## src/afr_pkg.sv

```systemverilog
// Shared types, constants and the CRC-16/MODBUS byte update for the
// addressed frame receiver. No dependencies.
`default_nettype none

package afr_pkg;

	localparam logic [15:0] CRC_INIT = 16'hFFFF;
	localparam logic [15:0] CRC_POLY = 16'hA001;
	localparam int unsigned BITS_PER_BYTE = 8;

	// header byte positions
	localparam logic [2:0] HDR_ADDR_HI = 3'd0;
	localparam logic [2:0] HDR_ADDR_LO = 3'd1;
	localparam logic [2:0] HDR_CRC_HI  = 3'd2;
	localparam logic [2:0] HDR_CRC_LO  = 3'd3;
	localparam logic [2:0] HDR_LENGTH  = 3'd4;
	localparam logic [2:0] HDR_SUM     = 3'd5;

	// register word indexes
	localparam logic REG_LOCAL_ADDRESS = 1'b0;

	typedef enum logic {
		PHASE_HEADER  = 1'b0,
		PHASE_PAYLOAD = 1'b1
	} afr_phase_t;

	typedef enum logic [1:0] {
		STATUS_CRC_OK  = 2'd0,
		STATUS_CRC_BAD = 2'd1,
		STATUS_HDR_BAD = 2'd2
	} afr_status_t;

	typedef struct packed {
		afr_status_t status;
		logic [7:0]  length;
		logic [15:0] crc;
	} afr_result_t;

	// reflected CRC-16 update, one byte
	function automatic logic [15:0] afr_crc_byte(input logic [15:0] crc_in,
			input logic [7:0] data);
		logic [15:0] c;
		c = crc_in ^ {8'h00, data};
		for (int k = 0; k < BITS_PER_BYTE; k++) begin
			if (c[0]) begin
				c = (c >> 1) ^ CRC_POLY;
			end else begin
				c = c >> 1;
			end
		end
		return c;
	endfunction

endpackage

`default_nettype wire

```

## src/addressed_frame_receiver.sv

```systemverilog
// Addressed frame receiver: header parser, payload CRC-16/MODBUS check,
// result register with skid stage and APB register port. Uses afr_pkg.
`default_nettype none

// The receiver takes one byte per cycle on the rx channel and reports one
// transaction on the frame channel per finished frame. A frame is a six-byte
// header (address high, address low, CRC high, CRC low, payload length,
// 8-bit sum of the first five bytes) followed by the payload. Bytes whose
// address does not match local_address are dropped without a report and the
// parser restarts at header byte 0. A bad header sum reports status 2 with a
// zero CRC; otherwise the payload is run through CRC-16/MODBUS and the frame
// reports status 0 (match) or 1 (mismatch) on its last payload byte, or on
// the sum byte when the length is zero. Each byte is handled on acceptance:
// the parser state and a byte-wide CRC update sit between the parser
// registers and the result register, so a byte can be accepted every cycle.
// The result register is backed by a one-entry skid buffer; rx_ready drops
// only while both hold undelivered reports. A report appears on the frame
// channel the cycle after its last byte is accepted when the result register
// is empty or is being taken in that cycle; otherwise it waits in the skid
// entry until the report ahead of it is taken. local_address sits at
// APB byte address 0 and should be written only while the receiver is idle.
module addressed_frame_receiver
	import afr_pkg::*;
(
	input  wire logic        clk,
	input  wire logic        arst_n,

	// received bytes
	input  wire logic        rx_valid,
	output logic             rx_ready,
	input  wire logic [7:0]  rx_byte,

	// frame reports
	output logic             frame_valid,
	input  wire logic        frame_ready,
	output logic [1:0]       frame_status,
	output logic [7:0]       frame_length,
	output logic [15:0]      computed_crc,

	// register port
	input  wire logic        psel,
	input  wire logic        penable,
	input  wire logic        pwrite,
	input  wire logic [2:0]  paddr,
	input  wire logic [31:0] pwdata,
	output logic [31:0]      prdata,
	output logic             pready
);

	// ---------------------------------------------------------------
	// register port
	// ---------------------------------------------------------------
	logic [15:0] local_address_q;
	logic        reg_sel;
	logic        reg_wr;

	assign pready  = 1'b1;
	assign reg_sel = (paddr[2] == REG_LOCAL_ADDRESS);
	assign reg_wr  = psel && penable && pwrite && pready && reg_sel;
	assign prdata  = reg_sel ? {16'h0000, local_address_q} : 32'h0000_0000;

	always_ff @(posedge clk or negedge arst_n) begin
		if (!arst_n) begin
			local_address_q <= '0;
		end else if (reg_wr) begin
			local_address_q <= pwdata[15:0];
		end
	end

	// ---------------------------------------------------------------
	// parser state
	// ---------------------------------------------------------------
	afr_phase_t  phase_q, phase_d;
	logic [2:0]  hpos_q, hpos_d;
	logic [7:0]  hsum_q, hsum_d;
	logic [15:0] exp_crc_q, exp_crc_d;
	logic [7:0]  plen_q, plen_d;
	logic [7:0]  remain_q, remain_d;
	logic [15:0] crc_q, crc_d;

	logic        rx_fire;
	logic        res_v;
	afr_result_t res;
	logic        restart;
	logic        advance;
	logic [15:0] crc_upd;
	logic [7:0]  remain_dec;

	assign rx_fire = rx_valid && rx_ready;

	always_comb begin
		phase_d    = phase_q;
		hpos_d     = hpos_q;
		hsum_d     = hsum_q;
		exp_crc_d  = exp_crc_q;
		plen_d     = plen_q;
		remain_d   = remain_q;
		crc_d      = crc_q;
		res_v      = 1'b0;
		res.status = STATUS_CRC_OK;
		res.length = plen_q;
		res.crc    = '0;
		restart    = 1'b0;
		advance    = 1'b0;
		crc_upd    = afr_crc_byte(crc_q, rx_byte);
		remain_dec = remain_q - 8'd1;

		if (phase_q == PHASE_PAYLOAD) begin
			crc_d    = crc_upd;
			remain_d = remain_dec;
			if (remain_dec == 8'd0) begin
				res_v      = 1'b1;
				res.status = (crc_upd == exp_crc_q) ? STATUS_CRC_OK : STATUS_CRC_BAD;
				res.crc    = crc_upd;
				restart    = 1'b1;
			end
		end else begin
			unique case (hpos_q)
				HDR_ADDR_HI: begin
					if (rx_byte != local_address_q[15:8]) begin
						restart = 1'b1;
					end else begin
						advance = 1'b1;
					end
				end
				HDR_ADDR_LO: begin
					if (rx_byte != local_address_q[7:0]) begin
						restart = 1'b1;
					end else begin
						advance = 1'b1;
					end
				end
				HDR_CRC_HI: begin
					exp_crc_d = {rx_byte, exp_crc_q[7:0]};
					advance   = 1'b1;
				end
				HDR_CRC_LO: begin
					exp_crc_d = {exp_crc_q[15:8], rx_byte};
					advance   = 1'b1;
				end
				HDR_LENGTH: begin
					plen_d  = rx_byte;
					advance = 1'b1;
				end
				default: begin
					// header sum byte
					if (rx_byte != hsum_q) begin
						res_v      = 1'b1;
						res.status = STATUS_HDR_BAD;
						restart    = 1'b1;
					end else if (plen_q == 8'd0) begin
						res_v      = 1'b1;
						res.status = (exp_crc_q == CRC_INIT) ? STATUS_CRC_OK
							: STATUS_CRC_BAD;
						res.crc    = CRC_INIT;
						restart    = 1'b1;
					end else begin
						phase_d  = PHASE_PAYLOAD;
						hpos_d   = HDR_ADDR_HI;
						remain_d = plen_q;
						crc_d    = CRC_INIT;
					end
				end
			endcase
		end

		if (advance) begin
			hsum_d = hsum_q + rx_byte;
			hpos_d = hpos_q + 3'd1;
		end

		if (restart) begin
			phase_d = PHASE_HEADER;
			hpos_d  = HDR_ADDR_HI;
			hsum_d  = '0;
			crc_d   = CRC_INIT;
		end
	end

	always_ff @(posedge clk or negedge arst_n) begin
		if (!arst_n) begin
			phase_q   <= PHASE_HEADER;
			hpos_q    <= HDR_ADDR_HI;
			hsum_q    <= '0;
			exp_crc_q <= '0;
			plen_q    <= '0;
			remain_q  <= '0;
			crc_q     <= CRC_INIT;
		end else if (rx_fire) begin
			phase_q   <= phase_d;
			hpos_q    <= hpos_d;
			hsum_q    <= hsum_d;
			exp_crc_q <= exp_crc_d;
			plen_q    <= plen_d;
			remain_q  <= remain_d;
			crc_q     <= crc_d;
		end
	end

	// ---------------------------------------------------------------
	// result register + skid entry
	// ---------------------------------------------------------------
	logic        out_v_q;
	logic        skid_v_q;
	afr_result_t out_q;
	afr_result_t skid_q;
	logic        out_free;
	logic        res_fire;

	assign rx_ready = !skid_v_q;
	assign out_free = !out_v_q || frame_ready;
	assign res_fire = rx_fire && res_v;

	always_ff @(posedge clk or negedge arst_n) begin
		if (!arst_n) begin
			out_v_q  <= 1'b0;
			skid_v_q <= 1'b0;
		end else if (out_free) begin
			if (skid_v_q) begin
				out_v_q  <= 1'b1;
				skid_v_q <= 1'b0;
			end else begin
				out_v_q <= res_fire;
			end
		end else if (res_fire) begin
			skid_v_q <= 1'b1;
		end
	end

	always_ff @(posedge clk) begin
		if (out_free) begin
			if (skid_v_q) begin
				out_q <= skid_q;
			end else if (res_fire) begin
				out_q <= res;
			end
		end else if (res_fire) begin
			skid_q <= res;
		end
	end

	assign frame_valid  = out_v_q;
	assign frame_status = out_q.status;
	assign frame_length = out_q.length;
	assign computed_crc = out_q.crc;

	// ---------------------------------------------------------------
	// checks
	// ---------------------------------------------------------------
	a_skid_behind_out: assert property (@(posedge clk) disable iff (!arst_n)
		skid_v_q |-> out_v_q)
		else $error("skid entry held while result register empty");

	a_payload_count: assert property (@(posedge clk) disable iff (!arst_n)
		(phase_q == PHASE_PAYLOAD) |-> (remain_q != 8'd0))
		else $error("payload phase with no bytes remaining");

	a_hpos_range: assert property (@(posedge clk) disable iff (!arst_n)
		hpos_q <= HDR_SUM)
		else $error("header position past the sum byte");

	a_hdr_err_crc: assert property (@(posedge clk) disable iff (!arst_n)
		(frame_valid && (frame_status == STATUS_HDR_BAD)) |-> (computed_crc == 16'h0000))
		else $error("header error report with nonzero CRC");

	a_payload_crc_init: assert property (@(posedge clk) disable iff (!arst_n)
		$rose(phase_q == PHASE_PAYLOAD) |-> (crc_q == CRC_INIT))
		else $error("payload phase entered without CRC preset");

endmodule

`default_nettype wire
```

## config.mk

```make
export PLATFORM = sky130hd
export DESIGN_NAME = addressed_frame_receiver
export DESIGN_NICKNAME = d
export VERILOG_FILES = /design/src/afr_pkg.sv /design/src/addressed_frame_receiver.sv
export SDC_FILE = /design/constraint.sdc
export NUM_CORES = 1
export LEC_CHECK = 0
export BUFFER_PORTS_ARGS = -buffer_cell sky130_fd_sc_hd__buf_2
export CAP_MARGIN = 20
export CORE_MARGIN = 2
export CORE_UTILIZATION = 51
export CTS_CLUSTER_DIAMETER = 100
export CTS_CLUSTER_SIZE = 12
export DETAILED_ROUTE_END_ITERATION = 7
export GPL_TIMING_DRIVEN = 0
export MAX_ROUTING_LAYER = met4
export PLACE_DENSITY = 0.73
export SLEW_MARGIN = 20
export SYNTH_ARGS = -nofsm -noshare
export SYNTH_HDL_FRONTEND = slang
export SYNTH_SLANG_ARGS = --single-unit
```

## constraint.sdc

```tcl
create_clock -name clk -period 7.6 [get_ports clk]
set_input_delay 0.38 -clock clk [delete_from_list [all_inputs] [get_ports clk]]
set_output_delay 0.38 -clock clk [all_outputs]
set_load 0.05 [all_outputs]
```

==> out/results.ini, run 1 <==
[sta]
fin_setup_tns_ns = 0
worstMarginPinSlew_ns = 0.862
fmax_mhz = 331
grt_setup_unrepaired = false
slew_headroom_pct = 42.0
finalSetupViolations = 0
period_minus_slack_ns = 3.03
hold_viol_final = 0
drv_slew = 0
whs_ns = 0.188
fin_crit_sh_pct = 39.8
skew_ns = 0.0132

[route]
drc = 0
routed_via_density = 5.37
wl_per_cell_um = 16.2
drt_iter0_drc = 258
first_pass_iters = 7
drt_wl_total_um = 13500
num_vias = 4480
antenna_left = 0

[synthesis]
synth-edff-count = 52
ys.flop_type = dfrtp_1
syn_avg_cell_area_um2 = 12.3
syn_inst = 536
synth_cell_types = 57
yosys_warnings = 0
synth_async_sr_flop_share_pct = 60.0
yosysSeqAreaShare_pct = 53.4
ys_ff_latch = 130
syn_area_um2 = 6610

[global_routing]
track_usage_pct = 21.4
grt_overflow = 0
grt_pass1_wl_um = 22700
grt_pass1_vias = 4493
grt_max_degree = 57
antenna_found_initial = 0

[layout]
drive_gt1_share_pct = 34.7
syn2layout_area_growth_pct = 19.9
final_core_util_pct = 62.8
diodes = 0
n_fill_cell = 1012
finalNetCount = 714

[pwr]
p_sw_uw = 449
leakagePower_uw = 0.00352
p_int_uw = 1330
comb_power_share_pct = 11.4
pwr-share-seq_pct = 42.9
vdd_ir_drop_max_v = 0.000124
power_uw = 1780
switching_share_pct = 25.2
pwr-share-clk_pct = 45.7
power.density_nw_per_um2 = 225

[floorplanning]
dieArea_um2 = 13900
start_util_pct = 52.4
fp.dieH_um = 118
die_w_um = 118
num_rows = 41
io_pins = 111
core_area_um2 = 12600

[clock_tree]
cts_root_buffer = clkbuf_16
holdBufCountCts = 1
cts_sinks = 130
cts_max_level = 4
numCtsBuffers = 17
cts_resized = 0
post_cts_buffers = 0
insertion_delay_ns = 0.43
cts_max_path_buffers = 2
cts_tree = yes
clk_pin_slew_ns = 0.06

[setup_path]
ff2ff_setup_slack_ns = 4.57
crit_arrival_ns = 3.16
cp-end-kind = flop
crit_type = flop to flop
critPathLaunchType = flop
r2r-end = frame_status[0]
crit_path_end = frame_status[0]
rr_startpoint = remain_q[0]
worstPathRequired_ns = 7.73
startpoint = remain_q[0]
worstPathMaxFanout = 17
r2r_cells = 10

[placed_design]
place_hpwl_um = 9810
place_congestion = 0.943
port-buffer-count = 74

[min_path]
hp-class = input pin to flop
hold_start = pwdata[4]

[outcome]
status = complete, no violations

[flow_run]
maxCapViolations = 0

## flip-flops by register name, summed over array words and instances (netlist names)
name,flops
skid_q,26
crc_q,16
frame_length,8
phase_q,1
skid_v_q,1
local_address_q,16
plen_q,8
remain_q,8
frame_status,2
computed_crc,16
frame_valid,1
hpos_q,3
exp_crc_q,16
hsum_q,8
## power groups by stage
stage,Sequential (uW),Clock (uW),Combinational [uW]
2_1_floorplan,770,0,154
3_3_place_gp,775,0,198
3_5_place_dp,776,0,203
4_1_cts,763,827,204
5_1_grt,766,863,217
6_report,764,815,202
## worst max-delay path, stage by stage (launching register included)
cell	delay, ns
dfrtp_1	0.40
inv_1	0.09
ha_1	0.25
xnor2_1	0.17
nand4_1	0.11
nor3b_1	0.48
nor2_1	0.27
nor2_1	0.16
a21oi_1	0.12
nor2b_2	0.46
buf_8	0.24
## stage by stage
step                setup slack (ns)  instances  instance area [um^2]
floorplan                       3.88        551                  6670
global placement                2.97        797                  7250
detailed placement              4.54        801                  7330
CTS                             4.56        834                  7930
global route                    4.33        834                  7930
finish                          4.57        834                  7930
## cell families after synthesis
kind of cell               count (synthesis)  share of synthesized area [%]
xor gates and xnor gates                  61                           9.59
buffers and inverters                     64                           4.98
other                                      2                          0.114
DFF                                      130                           53.4
adders and majority gates                 15                           2.95
and+or+nand+nor                          105                           8.53
muxes                                     69                           11.8
AOI/OAI and AO/OA                         90                           8.65
## final cells by class
type,instances,area (um^2),share of cell area [%]
sequential,130,3530,44.6
tap,172,215,2.71
clock inverter,15,166,2.10
multi-input combinational,357,2810,35.5
clock buffer,17,425,5.37
timing repair buffer,79,444,5.60
buffer,40,239,3.01
inverter,24,90.1,1.14
## synthesized netlist by cell type, drive strengths merged (13+ instances only)
cell type,count,area share (%)
a21oi,15,1.1
ha,14,2.6
buf,25,2.8
o22ai,13,1.2
clkbuf,15,0.85
inv,23,1.3
xnor2,26,4.1
a31oi,18,1.7
nand2,16,0.91
nor2b,19,1.8
nor2,28,1.6
o21ai,25,1.9
dfstp,16,6.4
xor2,32,4.5
mux2,66,11
edfxtp,52,24
dfrtp,62,23
## worst min path at each step
stage	end	slack, ns	cells past startpoint
floorplan	exp_crc_q[0]	0.08	0
global placement	crc_q[2]	0.50	2
detailed placement	exp_crc_q[8]	0.31	1
CTS	local_address_q[13]	0.18	2
global route	local_address_q[7]	0.18	2
finish	local_address_q[4]	0.19	2
## layer usage
metal / GRT usage, % / vias up / part of all wire (%)
met5: - / - / 0
met2: 33.6 / 126 / 49
met3: 4.70 / 24 / 4.6
met1: 27.0 / 2207 / 45
li1: - / 2123 / -
met4: 8.73 / 0 / 1.8
## layout by cell type, fill, tap and decap left out, types with 17 or more instances in the layout
cell / count
buf_2: 78
a31oi_1: 18
edfxtp_1: 52
nor2b_1: 18
conb_1: 17
buf_4: 20
mux2_2: 65
clkbuf_16: 17
xor2_1: 30
nor2_1: 28
dfrtp_1: 62
xnor2_1: 22
inv_1: 23
No activity file was read; power rests on OpenSTA's default activity.
==> run 2, diff against run 1 <==
Settings changed: ABC_AREA set to 1.
Clock period 7.6 ns to 2.85 ns, I/O delays scaled along.
==> run 2 against run 1 <==
Combinational power grew to 4.2 times the previous value. Routed wire length grew 24%. Via count grew 30%. Synthesized cell count grew 54%. Non-clock buffer count grew 16. Clock-buffer cell count grew 3. Clock skew shrank 0.0046 ns. Fmax grew 15%. Final area grew 7.4%. Sequential share of layout area shrank 3.1 points. Final cell count grew 37%.
==> out/results.ini, run 2 <==
[outcome]
status = complete, no violations

[route]
drt_iter0_drc = 441  ; +71%
first_pass_iters = 5  ; -2
drt_wl_total_um = 16800  ; +24%
drc = 0  ; unchanged
wl_per_cell_um = 14.7  ; -9.3%
antenna_left = 0  ; unchanged
routed_via_density = 5.11  ; -4.9%
num_vias = 5832  ; +30%

[synthesis]
yosys-top-cells-count = nand2_1 (237), nor2_1 (85), inv_1 (68)
ys.flop_type = dfrtp_1
synth-edff-count = 52  ; unchanged
syn_inst = 823  ; +54%
syn_area_um2 = 7030  ; +6.4%
yosysTopAreaCell = edfxtp_1
yosysSeqAreaShare_pct = 50.2  ; -3.2 points
syn_avg_cell_area_um2 = 8.55  ; -31%
yosys_warnings = 0  ; unchanged
synth_cell_types = 42  ; -26%
synth.most_common_cell = nand2_1
ys_ff_latch = 130  ; unchanged
yosys-top-cells-area = edfxtp_1 (22%), dfrtp_1 (22%), nand2_1 (13%), dfstp_2 (6.0%), nor2_1 (4.5%)
synth_async_sr_flop_share_pct = 60.0  ; unchanged
synth_top_area_share_pct = 22.2  ; -1.4 points

[setup_path]
rr_startpoint = remain_q[0]
crit_path_end = skid_q[8]
worstPathMaxFanout = 10  ; -7
r2r_cells = 12  ; +2
critPathLaunchType = flop
r2r-end = skid_q[8]
ff2ff_setup_slack_ns = 0.21  ; -4.37 ns
crit_arrival_ns = 2.78  ; -0.38 ns
crit_type = flop to flop
cp-end-kind = flop
worstPathRequired_ns = 2.99  ; -4.74 ns
startpoint = remain_q[0]

[sta]
grt_setup_unrepaired = false
fmax_mhz = 379  ; +15%
slew_headroom_pct = 55.4  ; +13 points
finalSetupViolations = 0  ; unchanged
skew_ns = 0.00860  ; -0.00464 ns
fin_crit_sh_pct = 92.7  ; +53 points
hold_viol_final = 0  ; unchanged
worstMarginPinSlew_ns = 0.664  ; -0.199 ns
drv_slew = 0  ; unchanged
period_minus_slack_ns = 2.64  ; -0.384 ns

[layout]
largest_reg_flops = 26  ; unchanged
regMostFlops = skid_q
final_core_util_pct = 63.8  ; +0.94 points
n_fill_cell = 1134  ; +12%
syn2layout_area_growth_pct = 21.0
finalNetCount = 1018  ; +43%
layout_common_cells = nand2_1 (237), nor2_1 (83), buf_2 (73)
diodes = 0  ; unchanged
final_area_um2 = 8510  ; +7.4%
drive_gt1_share_pct = 21.7  ; -13 points
final_common_cell = nand2_1

[floorplanning]
dieArea_um2 = 14700  ; +6.2%
start_util_pct = 52.7  ; +0.30 points
die_w_um = 121  ; +3.0%
num_rows = 42  ; +2.4%
io_pins = 111  ; unchanged
fp.dieH_um = 121  ; +3.0%
core_area_um2 = 13300  ; +5.8%

[clock_tree]
insertion_delay_ns = 0.43  ; about the same
cts_max_level = 4  ; unchanged
clk_pin_slew_ns = 0.06  ; about the same
cts_max_path_buffers = 2  ; unchanged
cts_sinks = 130  ; unchanged
numCtsBuffers = 17  ; unchanged
cts_root_buffer = clkbuf_16
cts_tree = yes

[flow_run]
maxCapViolations = 0  ; unchanged

[global_routing]
track_usage_pct = 25.2  ; +3.9 points
grt_max_degree = 44  ; -23%
grt_pass1_wl_um = 27800  ; +23%
grt_overflow = 0  ; unchanged
antenna_found_initial = 0  ; unchanged
grt_pass1_vias = 5600  ; +25%

[min_path]
hp-class = input pin to flop

[pwr]
power_uw = 5010  ; +180%
power.density_nw_per_um2 = 588  ; +160%
vdd_ir_drop_max_v = 0.000366  ; +200%
leakagePower_uw = 0.00398  ; +13%

[placed_design]
place_hpwl_um = 11900  ; +21%
place_congestion = 0.885  ; -6.2%
port-buffer-count = 73  ; -1.4%
placed_area_um2 = 7710  ; +5.2%

==> run 2: changes by cell type in the layout (fill, tap and decap cells not counted), sizes merged, moves of 25 or more <==
cell   delta
nand3    +25
inv      +55
nor2     +63
mux2     -66
nand2   +250
o21ai    +44
==> run 2: what timing repair did <==
item                                   CTS  global route
hold buffers                            17             0
buffers inserted                         2             1
gates cloned                             1             1
pin swaps                                1             1
setup endpoints to repair               52            39
endpoints found under the hold margin   44             0
resized for setup                        4             2
==> run 2: worst max-delay path: stages (launching register included) <==
cell,delay [ns]
dfrtp_1,0.40
inv_1,0.13
ha_1,0.20
nand2_1,0.11
xor2_1,0.17
nand3b_1,0.18
nor3_2,0.11
nand2_1,0.16
nand2_4,0.20
buf_4,0.22
nand3_2,0.16
nor2_4,0.15
buf_4,0.18
==> run 2: logic make-up after synthesis <==
logic type / Yosys count / share of synthesized area [%]
and+or+nand+nor: 416 / 26.4
adders and majority gates: 15 / 2.77
DFF: 130 / 50.2
AOI/OAI and AO/OA: 114 / 8.75
buffers and inverters: 118 / 7.67
other: 2 / 0.107
xor gates and xnor gates: 28 / 4.06
==> run 2: metal layers <==
layer	vias up	part of all wire, %	GRT usage [%]	wire [um]
met1	2717	45	32.2	7580
met3	24	5.6	4.70	934
met4	0	2.2	10.1	378
met5	-	0	-	0
li1	2908	-	-	-
met2	183	47	40.0	7930
==> run 2: power breakdown <==
group	total, uW	internal [uW]	switching [uW]
sequential	2110	2040	66.5
clock	2040	1220	823
combinational	858	271	586
==> run 2: stage by stage <==
stage / TNS (ns) / setup WS [ns] / instances / hold slack [ns]
2_1_floorplan: 0 / 0.0727 / 838 / -0.153
3_3_place_gp: -19.14 / -0.514 / 1087 / 0.394
3_5_place_dp: -12.82 / -0.289 / 1088 / 0.180
4_1_cts: 0 / 0.0488 / 1140 / 0.176
5_1_grt: 0 / 0.0973 / 1142 / 0.220
6_report: 0 / 0.209 / 1142 / 0.187
==> run 2: worst min-delay path by stage <==
stage | from | endpoint | slack [ns] | depth (start not counted)
5_1_grt | rx_byte[0] | exp_crc_q[0] | 0.22 | 3
2_1_floorplan | arst_n | exp_crc_q[0] | -0.15 | 0
4_1_cts | rx_byte[7] | plen_q[7] | 0.18 | 3
6_report | rx_byte[7] | exp_crc_q[7] | 0.19 | 3
3_3_place_gp | pwdata[1] | local_address_q[1] | 0.39 | 3
3_5_place_dp | arst_n | local_address_q[11] | 0.18 | 1
==> run 2: layout make-up <==
cell class / count / area (um^2) / share of cell area, %
flip-flops and latches: 130 / 3530 / 41.5
multi-input cells: 592 / 3070 / 36.0
repair buffers: 94 / 593 / 6.97
clock buffers: 20 / 447 / 5.25
inverters: 77 / 289 / 3.40
plain buffers: 41 / 253 / 2.97
well taps: 176 / 220 / 2.59
clock inverters: 12 / 109 / 1.28
